### config.mk
export PLATFORM = sky130hd
export DESIGN_NAME = utf8_stream_decoder
export DESIGN_NICKNAME = d
export VERILOG_FILES = /design/src/design/u8d_pkg.sv /design/src/design/u8d_front.sv /design/src/design/u8d_queue.sv /design/src/design/u8d_back.sv /design/src/design/utf8_stream_decoder.sv
export SDC_FILE = /design/constraint.sdc
export NUM_CORES = 1
export LEC_CHECK = 0
export BUFFER_PORTS_ARGS = -buffer_cell sky130_fd_sc_hd__buf_4
export CAP_MARGIN = 10
export CELL_PAD_IN_SITES_DETAIL_PLACEMENT = 1
export CELL_PAD_IN_SITES_GLOBAL_PLACEMENT = 1
export CORE_MARGIN = 2
export CORE_UTILIZATION = 39
export DETAILED_ROUTE_END_ITERATION = 8
export GPL_TIMING_DRIVEN = 0
export HOLD_SLACK_MARGIN = 0.06
export PLACE_DENSITY_LB_ADDON = 0.15
export SKIP_LAST_GASP = 1
export SLEW_MARGIN = 20
export SYNTH_ARGS = -nofsm -noshare
export SYNTH_HDL_FRONTEND = slang
export SYNTH_SLANG_ARGS = --single-unit
### constraint.sdc
create_clock -name clk -period 6.5 [get_ports clk]
set_input_delay 1.3 -clock clk [delete_from_list [all_inputs] [get_ports clk]]
set_output_delay 1.3 -clock clk [all_outputs]
set_load 0.02 [all_outputs]
### src/design/u8d_pkg.sv
// Package for the UTF-8 stream decoder: queue entry type, result kinds,
// byte class thresholds and sizes. Used by every module of the block.
package u8d_pkg;

	localparam int DEF_INDEX_BITS = 24;
	localparam int CFG_BITS       = 24;
	localparam int CP_BITS        = 31;
	localparam int QUEUE_DEPTH    = 4;
	localparam int QPTR_BITS      = $clog2(QUEUE_DEPTH);
	localparam int QCNT_BITS      = $clog2(QUEUE_DEPTH + 1);
	localparam int IN_DATA_BITS   = 8;
	localparam int OUT_DATA_BITS  = 56;
	localparam int APB_ADDR_BITS  = 3;
	localparam int APB_DATA_BITS  = 32;

	localparam logic [7:0] LEAD1_MAX = 8'h7F;
	localparam logic [7:0] LEAD2_MAX = 8'hDF;
	localparam logic [7:0] LEAD3_MAX = 8'hEF;
	localparam logic [7:0] LEAD4_MAX = 8'hF7;
	localparam logic [7:0] LEAD5_MAX = 8'hFB;
	localparam logic [7:0] LEAD6_MAX = 8'hFD;
	localparam logic [7:0] CONT_MASK = 8'h3F;
	localparam logic [7:0] LEAD2_MASK = 8'h1F;

	localparam logic [0:0] REG_FIRST_INDEX = 1'b0;
	localparam logic [0:0] REG_LAST_INDEX  = 1'b1;

	localparam logic [CFG_BITS-1:0] FIRST_INDEX_RST = 24'd1;
	localparam logic [CFG_BITS-1:0] LAST_INDEX_RST  = 24'hFFFFFF;

	typedef enum logic [1:0] {
		KIND_CODE_POINT = 2'd0,
		KIND_BAD_LEAD   = 2'd1,
		KIND_SUMMARY    = 2'd2
	} u8d_kind_t;

	typedef struct packed {
		logic                emit;
		logic                bad_lead;
		logic                eos;
		logic                truncated;
		logic [CP_BITS-1:0]  code_point;
		logic [CFG_BITS-1:0] char_index;
	} u8d_entry_t;

endpackage

### src/design/u8d_front.sv
// Front end of the UTF-8 stream decoder: accepts bytes, tracks the sequence
// state and the character count, filters by index range. Uses u8d_pkg.
module u8d_front import u8d_pkg::*; #(
	parameter int INDEX_BITS = DEF_INDEX_BITS
) (
	input  logic                clk,
	input  logic                arst_n,
	input  logic                accept,
	input  logic [7:0]          byte_value,
	input  logic                end_of_string,
	input  logic [CFG_BITS-1:0] first_index,
	input  logic [CFG_BITS-1:0] last_index,
	output logic                push,
	output u8d_entry_t          entry
);

	localparam int CMP_BITS = (INDEX_BITS > CFG_BITS) ? INDEX_BITS : CFG_BITS;
	localparam logic [INDEX_BITS-1:0] COUNT_MAX = {INDEX_BITS{1'b1}};

	logic [2:0]            pending_q;
	logic [CP_BITS-1:0]    partial_q;
	logic [INDEX_BITS-1:0] count_q;

	logic [2:0]            pending_n;
	logic [CP_BITS-1:0]    partial_n;
	logic [INDEX_BITS-1:0] count_n;
	logic [CMP_BITS-1:0]   count_cmp;
	logic                  in_range;
	logic                  complete;
	logic                  bad;
	logic [CP_BITS-1:0]    cp;

	always_comb begin
		pending_n = pending_q;
		partial_n = partial_q;
		count_n   = count_q;
		complete  = 1'b0;
		bad       = 1'b0;
		cp        = partial_q;
		if (pending_q != 3'd0) begin
			partial_n = {partial_q[CP_BITS-7:0], byte_value[5:0] & CONT_MASK[5:0]};
			pending_n = pending_q - 3'd1;
			complete  = (pending_q == 3'd1);
			cp        = partial_n;
		end else begin
			if (count_q != COUNT_MAX) begin
				count_n = count_q + 1'b1;
			end
			if (byte_value <= LEAD1_MAX) begin
				complete = 1'b1;
				cp       = CP_BITS'(byte_value);
			end else if (byte_value <= LEAD2_MAX) begin
				partial_n = CP_BITS'(byte_value & LEAD2_MASK);
				pending_n = 3'd1;
			end else if (byte_value <= LEAD3_MAX) begin
				partial_n = CP_BITS'(byte_value & 8'h0F);
				pending_n = 3'd2;
			end else if (byte_value <= LEAD4_MAX) begin
				partial_n = CP_BITS'(byte_value & 8'h07);
				pending_n = 3'd3;
			end else if (byte_value <= LEAD5_MAX) begin
				partial_n = CP_BITS'(byte_value & 8'h03);
				pending_n = 3'd4;
			end else if (byte_value <= LEAD6_MAX) begin
				partial_n = CP_BITS'(byte_value & 8'h01);
				pending_n = 3'd5;
			end else begin
				complete = 1'b1;
				bad      = 1'b1;
				cp       = CP_BITS'(byte_value);
			end
		end
	end

	assign count_cmp = CMP_BITS'(count_n);
	assign in_range  = (count_cmp >= CMP_BITS'(first_index)) &&
		(count_cmp <= CMP_BITS'(last_index));

	always_comb begin
		entry.emit       = complete && in_range;
		entry.bad_lead   = bad;
		entry.eos        = end_of_string;
		entry.truncated  = (pending_n != 3'd0);
		entry.code_point = cp;
		entry.char_index = count_cmp[CFG_BITS-1:0];
	end

	assign push = accept && (entry.emit || end_of_string);

	always_ff @(posedge clk or negedge arst_n) begin
		if (!arst_n) begin
			pending_q <= '0;
			partial_q <= '0;
			count_q   <= '0;
		end else if (accept) begin
			if (end_of_string) begin
				pending_q <= '0;
				partial_q <= '0;
				count_q   <= '0;
			end else begin
				pending_q <= pending_n;
				partial_q <= partial_n;
				count_q   <= count_n;
			end
		end
	end

endmodule

### src/design/u8d_queue.sv
// Short queue between decoder front and back end of the UTF-8 stream
// decoder. Holds u8d_entry_t words. Uses u8d_pkg.
module u8d_queue import u8d_pkg::*; (
	input  logic       clk,
	input  logic       arst_n,
	input  logic       push,
	input  u8d_entry_t push_entry,
	input  logic       pop,
	output u8d_entry_t head,
	output logic       not_empty,
	output logic       not_full
);

	u8d_entry_t           slot_q [QUEUE_DEPTH];
	logic [QPTR_BITS-1:0] wr_ptr_q;
	logic [QPTR_BITS-1:0] rd_ptr_q;
	logic [QCNT_BITS-1:0] count_q;
	logic                 do_push;
	logic                 do_pop;

	assign not_empty = (count_q != '0);
	assign not_full  = (count_q != QCNT_BITS'(QUEUE_DEPTH));
	assign do_push   = push && not_full;
	assign do_pop    = pop && not_empty;
	assign head      = slot_q[rd_ptr_q];

	always_ff @(posedge clk) begin
		if (do_push) begin
			slot_q[wr_ptr_q] <= push_entry;
		end
	end

	always_ff @(posedge clk or negedge arst_n) begin
		if (!arst_n) begin
			wr_ptr_q <= '0;
			rd_ptr_q <= '0;
			count_q  <= '0;
		end else begin
			if (do_push) begin
				wr_ptr_q <= wr_ptr_q + 1'b1;
			end
			if (do_pop) begin
				rd_ptr_q <= rd_ptr_q + 1'b1;
			end
			if (do_push && !do_pop) begin
				count_q <= count_q + 1'b1;
			end else if (do_pop && !do_push) begin
				count_q <= count_q - 1'b1;
			end
		end
	end

endmodule

### src/design/u8d_back.sv
// Back end of the UTF-8 stream decoder: turns each queued word into one or
// two results on the output stream. Uses u8d_pkg.
module u8d_back import u8d_pkg::*; (
	input  logic                     clk,
	input  logic                     arst_n,
	input  u8d_entry_t               head,
	input  logic                     head_valid,
	output logic                     pop,
	output logic                     m_tvalid,
	input  logic                     m_tready,
	output logic [OUT_DATA_BITS-1:0] m_tdata,
	output logic [1:0]               m_tuser,
	output logic                     m_tlast
);

	logic      summary_phase_q;
	logic      show_cp;
	logic      last_piece;
	logic      take;
	u8d_kind_t kind;

	assign show_cp    = head.emit && !summary_phase_q;
	assign last_piece = !(show_cp && head.eos);
	assign m_tvalid   = head_valid;
	assign take       = head_valid && m_tready;
	assign pop        = take && last_piece;

	always_comb begin
		if (show_cp) begin
			kind = head.bad_lead ? KIND_BAD_LEAD : KIND_CODE_POINT;
			m_tdata = {1'b0, head.char_index, head.code_point};
		end else begin
			kind = KIND_SUMMARY;
			m_tdata = {head.truncated, head.char_index, {CP_BITS{1'b0}}};
		end
		m_tuser = kind;
		m_tlast = last_piece;
	end

	always_ff @(posedge clk or negedge arst_n) begin
		if (!arst_n) begin
			summary_phase_q <= 1'b0;
		end else if (take) begin
			summary_phase_q <= !last_piece;
		end
	end

endmodule

### src/design/utf8_stream_decoder.sv
// Top level of the UTF-8 stream decoder: APB registers, front end, queue
// and back end. Uses u8d_pkg, u8d_front, u8d_queue and u8d_back.
//
// Takes one byte per cycle on the input stream while s_tready is high, with tlast
// on the last byte of a string, and decodes leniently: the lead byte sets the
// length and the following bytes add their low six bits. Each completed code
// point whose 1-based index lies in [first_index, last_index] is sent (tuser 0,
// or 1 for lead bytes 0xFE/0xFF), and the last byte of a string adds a summary
// (tuser 2) with the count and a truncated flag. A byte leaves the decoder front
// end in the cycle it is accepted; the output side sends one result per cycle
// while m_tready is high, so a byte that ends a code point and the string gives
// two results, absorbed by a four-word queue between front and back end.
module utf8_stream_decoder import u8d_pkg::*; #(
	parameter int INDEX_BITS = DEF_INDEX_BITS
) (
	input  logic                     clk,
	input  logic                     arst_n,
	input  logic                     psel,
	input  logic                     penable,
	input  logic                     pwrite,
	input  logic [APB_ADDR_BITS-1:0] paddr,
	input  logic [APB_DATA_BITS-1:0] pwdata,
	output logic [APB_DATA_BITS-1:0] prdata,
	output logic                     pready,
	input  logic                     s_tvalid,
	output logic                     s_tready,
	input  logic [IN_DATA_BITS-1:0]  s_tdata,  // byte_value[7:0]
	input  logic                     s_tlast,
	output logic                     m_tvalid,
	input  logic                     m_tready,
	output logic [OUT_DATA_BITS-1:0] m_tdata,  // code_point[30:0], char_index[54:31],
	                                           // truncated[55]
	output logic [1:0]               m_tuser,  // kind[1:0]
	output logic                     m_tlast
);

	logic [CFG_BITS-1:0] first_index_q;
	logic [CFG_BITS-1:0] last_index_q;
	logic                cfg_write;
	logic                accept;
	logic                push;
	logic                pop;
	logic                not_empty;
	logic                not_full;
	u8d_entry_t          push_entry;
	u8d_entry_t          head;

	assign pready    = 1'b1;
	assign cfg_write = psel && penable && pwrite && pready;

	always_ff @(posedge clk or negedge arst_n) begin
		if (!arst_n) begin
			first_index_q <= FIRST_INDEX_RST;
			last_index_q  <= LAST_INDEX_RST;
		end else if (cfg_write) begin
			unique case (paddr[2])
				REG_FIRST_INDEX: first_index_q <= pwdata[CFG_BITS-1:0];
				REG_LAST_INDEX:  last_index_q  <= pwdata[CFG_BITS-1:0];
				default: ;
			endcase
		end
	end

	always_comb begin
		unique case (paddr[2])
			REG_FIRST_INDEX: prdata = APB_DATA_BITS'(first_index_q);
			REG_LAST_INDEX:  prdata = APB_DATA_BITS'(last_index_q);
			default:         prdata = '0;
		endcase
	end

	assign s_tready = not_full;
	assign accept   = s_tvalid && s_tready;

	u8d_front #(
		.INDEX_BITS(INDEX_BITS)
	) u_front (
		.clk          (clk),
		.arst_n       (arst_n),
		.accept       (accept),
		.byte_value   (s_tdata),
		.end_of_string(s_tlast),
		.first_index  (first_index_q),
		.last_index   (last_index_q),
		.push         (push),
		.entry        (push_entry)
	);

	u8d_queue u_queue (
		.clk       (clk),
		.arst_n    (arst_n),
		.push      (push),
		.push_entry(push_entry),
		.pop       (pop),
		.head      (head),
		.not_empty (not_empty),
		.not_full  (not_full)
	);

	u8d_back u_back (
		.clk       (clk),
		.arst_n    (arst_n),
		.head      (head),
		.head_valid(not_empty),
		.pop       (pop),
		.m_tvalid  (m_tvalid),
		.m_tready  (m_tready),
		.m_tdata   (m_tdata),
		.m_tuser   (m_tuser),
		.m_tlast   (m_tlast)
	);

endmodule
==> impl_metrics.env <==
export IMPL_combPwrFrac=0.338
export IMPL_max_freq_mhz=167
export IMPL_ir_drop_v=0.000203
export IMPL_rows=73
export IMPL_final_cells=1828
export IMPL_slew_headroom=0.367
export IMPL_worstSetupEndpoint="u_queue.count_q[1]"
export IMPL_finalCritPeriodShare=0.921
export IMPL_crit_start="u_front.pending_q[0]"
export IMPL_final_hold_violation_count=0
export IMPL_gr_usage_all_layers=0.187
export IMPL_synth_compound_area_frac=0.0916
export IMPL_area_delta_synth_final_pct=18.7
export IMPL_end_kind="flop"
export IMPL_utilization=0.472
export IMPL_seqPwrFrac=0.388
export IMPL_antenna_left=0
export IMPL_power_switching_mw=2.51
export IMPL_holdWs_ps=494
export IMPL_start_kind="flop"
export IMPL_syn_cell_area_um2=15900
export IMPL_cts_tree="built"
export IMPL_nNetsFinal=1383
export IMPL_async_flop_share=0.326
export IMPL_synth_xor_area_share=0.0160
export IMPL_synth_seq_cells=350
export IMPL_maxCapViolCount=0
export IMPL_reg2reg_depth=19
export IMPL_grt_overflow_total=0
export IMPL_max_slew_worst_pin_slew_ps=949
export IMPL_vias=9646
export IMPL_gr_max_usage_layer="met2"
export IMPL_clkSinkCount=350
export IMPL_maxSlewViolCount=0
export IMPL_pwr_share_clk=0.274
export IMPL_swShare=0.332
export IMPL_synth_fa_ha_area_frac=0.0461
export IMPL_drive_above_1_share=0.262
export IMPL_grt_use_met2=0.323
export IMPL_finalSetupViolations=0
export IMPL_cts_root_buf="clkbuf_16"
export IMPL_crit_path_max_fanout=7
export IMPL_ys_seq_area_frac=0.627
export IMPL_synth_mux_area_frac=0.122
export IMPL_fp_dieArea_um2=42400
export IMPL_reg2reg_slack_ps=510
export IMPL_grt_first_pass_wirelength_um=60300
export IMPL_skew_ps=19.1
export IMPL_synth_cell_types=61
export IMPL_fin_ws_ps=513
export IMPL_synthSimpleGateAreaFrac=0.0655
export IMPL_synth_edf_count=236
export IMPL_drt_initial_drc_count=522
export IMPL_grt_antenna_before_repair=0
export IMPL_cts_clk_slew_worst_paths_ps=60
export IMPL_wl_per_cell_um=21.0
export IMPL_placed_cell_area_um2=17700
export IMPL_fill_cells=4033
export IMPL_cp_required_ps=6930
export IMPL_start_util=0.397
export IMPL_power_leakage_nw=7.31
export IMPL_die_h_um=206
export IMPL_top_level_ports=145
export IMPL_place_hpwl_um=26800
export IMPL_cts_buffers=40
export IMPL_synth_top_family_by_area="multiplexers"
export IMPL_status="complete, no violations"
export IMPL_power_density_nw_per_um2=400
export IMPL_synth_area_per_cell_um2=14.5
export IMPL_diodes=0
export IMPL_io_buffers=125
export IMPL_fin_area_um2=18900
export IMPL_synthFlopType="edfxtp_1"
export IMPL_clockBufferDepth=3
export IMPL_viasPerCell=5.28
export IMPL_hold_path_class="reg -> reg"
export IMPL_clock_latency_ps=540
export IMPL_rr_endpoint="u_queue.count_q[1]"
export IMPL_grt_util_met1=0.244
export IMPL_synth_warning_count=0
export IMPL_place_inst=1757
export IMPL_htree_levels=2
export IMPL_rsz0062_at_grt="false"
export IMPL_place_ws_ps=-39.8
export IMPL_rr_startpoint="u_front.pending_q[0]"
export IMPL_routed_wl_um=38400
export IMPL_internal_power_mw=5.05
export IMPL_min_period_ps=5990
export IMPL_drt_pass1_iterations=4
export IMPL_netlist_instances=1095
export IMPL_dieWidth_um=206
export IMPL_arrival_ps=6410
export IMPL_met3_usage=0.0311
export IMPL_grt_pass1_vias=10391
export IMPL_drc=0
export IMPL_design_core_area_um2=40000
export IMPL_critPathKind="reg -> reg"
export IMPL_gp_congestion=0.774
export IMPL_cts_hold_buffers=0
export IMPL_grt_max_degree=68
==> routing by layer <==
metal  part of all wire  vias up  wire length (um)
li1                   -     4514                 -
met1               0.44     4900             16800
met2               0.50      172             19300
met3              0.038       60              1460
met4              0.023        0               883
met5                  0        -                 0
==> worst min path at each step <==
stage / from / to / slack, ps / cells after the start
final: u_back.summary_phase_q / u_back.summary_phase_q / 490 / 2
after global routing: first_index_q[4] / first_index_q[4] / 510 / 1
after CTS: u_back.summary_phase_q / u_back.summary_phase_q / 500 / 2
after detailed placement: u_back.summary_phase_q / u_back.summary_phase_q / 490 / 2
after global placement: u_back.summary_phase_q / u_back.summary_phase_q / 470 / 2
after floorplan: u_back.summary_phase_q / u_back.summary_phase_q / 440 / 2
==> cells by family (layout without fill, tap and decap cells) <==
family                   after synthesis  count (layout)
AO/OA/AOI/OAI                        213             213
XOR/XNOR                              29              29
adder cells (fa/ha/maj)               58              58
buffers and inverters                123             324
flip-flops                           350             350
multiplexers                         113             113
other                                  2               9
AND/OR/NAND/NOR                      207             207
==> critical path, cell delays in order, from the launching register on <==
cell       delay (ps)
dfrtp_1           410
inv_1             160
ha_1              270
nor2b_1           150
clkbuf_1          310
nand2_1           220
nor3_2            470
nand3_1           200
xnor2_1           580
ha_1              390
a21o_1            170
a21oi_1           170
a211oi_1          120
a2111oi_1         670
o32ai_2           270
o221a_4           360
ha_1              220
inv_1              70
fa_1              400
mux2_2            270
==> flip-flops by register name, indices dropped and copies added, names as in the netlist <==
| name | cells |
|---|---|
| first_index_q | 24 |
| u_queue.slot_q | 236 |
| u_front.pending_q | 3 |
| u_queue.count_q | 3 |
| u_front.count_q | 24 |
| u_back.summary_phase_q | 1 |
| last_index_q | 24 |
| u_queue.wr_ptr_q | 2 |
| u_queue.rd_ptr_q | 2 |
| u_front.partial_q | 31 |
==> cell usage after synthesis, types with 6 or more instances <==
| master | instances | area share |
|---|---|---|
| a21oi_1 | 32 | 0.010 |
| a22o_1 | 51 | 0.028 |
| a31oi_1 | 6 | 0.0024 |
| and2_1 | 8 | 0.0031 |
| buf_1 | 7 | 0.0017 |
| buf_4 | 9 | 0.0042 |
| clkbuf_1 | 44 | 0.010 |
| dfrtp_1 | 89 | 0.14 |
| dfstp_2 | 25 | 0.041 |
| edfxtp_1 | 236 | 0.45 |
| ha_1 | 57 | 0.045 |
| inv_1 | 59 | 0.014 |
| mux2_2 | 50 | 0.035 |
| mux4_2 | 59 | 0.084 |
| nand2_1 | 78 | 0.018 |
| nand3_1 | 14 | 0.0044 |
| nand4_1 | 13 | 0.0051 |
| nor2_1 | 22 | 0.0052 |
| nor2b_1 | 37 | 0.015 |
| nor3_1 | 13 | 0.0041 |
| o21ai_0 | 44 | 0.014 |
| o21ai_1 | 29 | 0.0091 |
| o31ai_1 | 16 | 0.0076 |
| xnor2_1 | 20 | 0.011 |
| xor2_1 | 9 | 0.0050 |
==> cell type report <==
type	instances	area (um2)	share of cell area
multi-input combinational	629	5480	0.290
clock inverter	21	131	0.00696
buffer	63	274	0.0145
inverter	60	225	0.0119
sequential	350	9970	0.528
clock buffer	50	1060	0.0561
timing repair buffer	130	1080	0.0570
tap	525	657	0.0348
==> cell usage in the layout, fill, tap and decap left out, types with 41 or more instances in the layout <==
master and instances:
nand2_1 78, o21ai_0 44, mux4_2 59, mux2_2 50
inv_1 59, ha_1 57, buf_4 133, clkbuf_16 41
dfrtp_1 89, edfxtp_1 236, clkbuf_1 53, a22o_1 51
==> power groups by stage <==
| stage | Clock [mW] | Sequential, mW | Combinational [mW] |
|---|---|---|---|
| after floorplan | 0 | 2.93 | 1.66 |
| after global placement | 0 | 2.99 | 2.55 |
| after detailed placement | 0 | 2.98 | 2.61 |
| after CTS | 2.13 | 2.94 | 2.63 |
| after global routing | 2.21 | 2.97 | 2.80 |
| final | 2.07 | 2.94 | 2.55 |
==> what timing repair did <==
action,CTS,global route
endpoints found under the setup margin,1,104
resized for setup,1,3
gates cloned,0,0
setup buffers,0,0
==> per-stage QoR <==
step	total power, mW	TNS [ps]
2_1_floorplan	4.59	0
5_1_grt	7.99	0
3_3_place_gp	5.54	-277620
3_5_place_dp	5.59	-39.8
4_1_cts	7.69	0
6_report	7.56	0
Note: power is estimated with default switching activity, not from simulation.
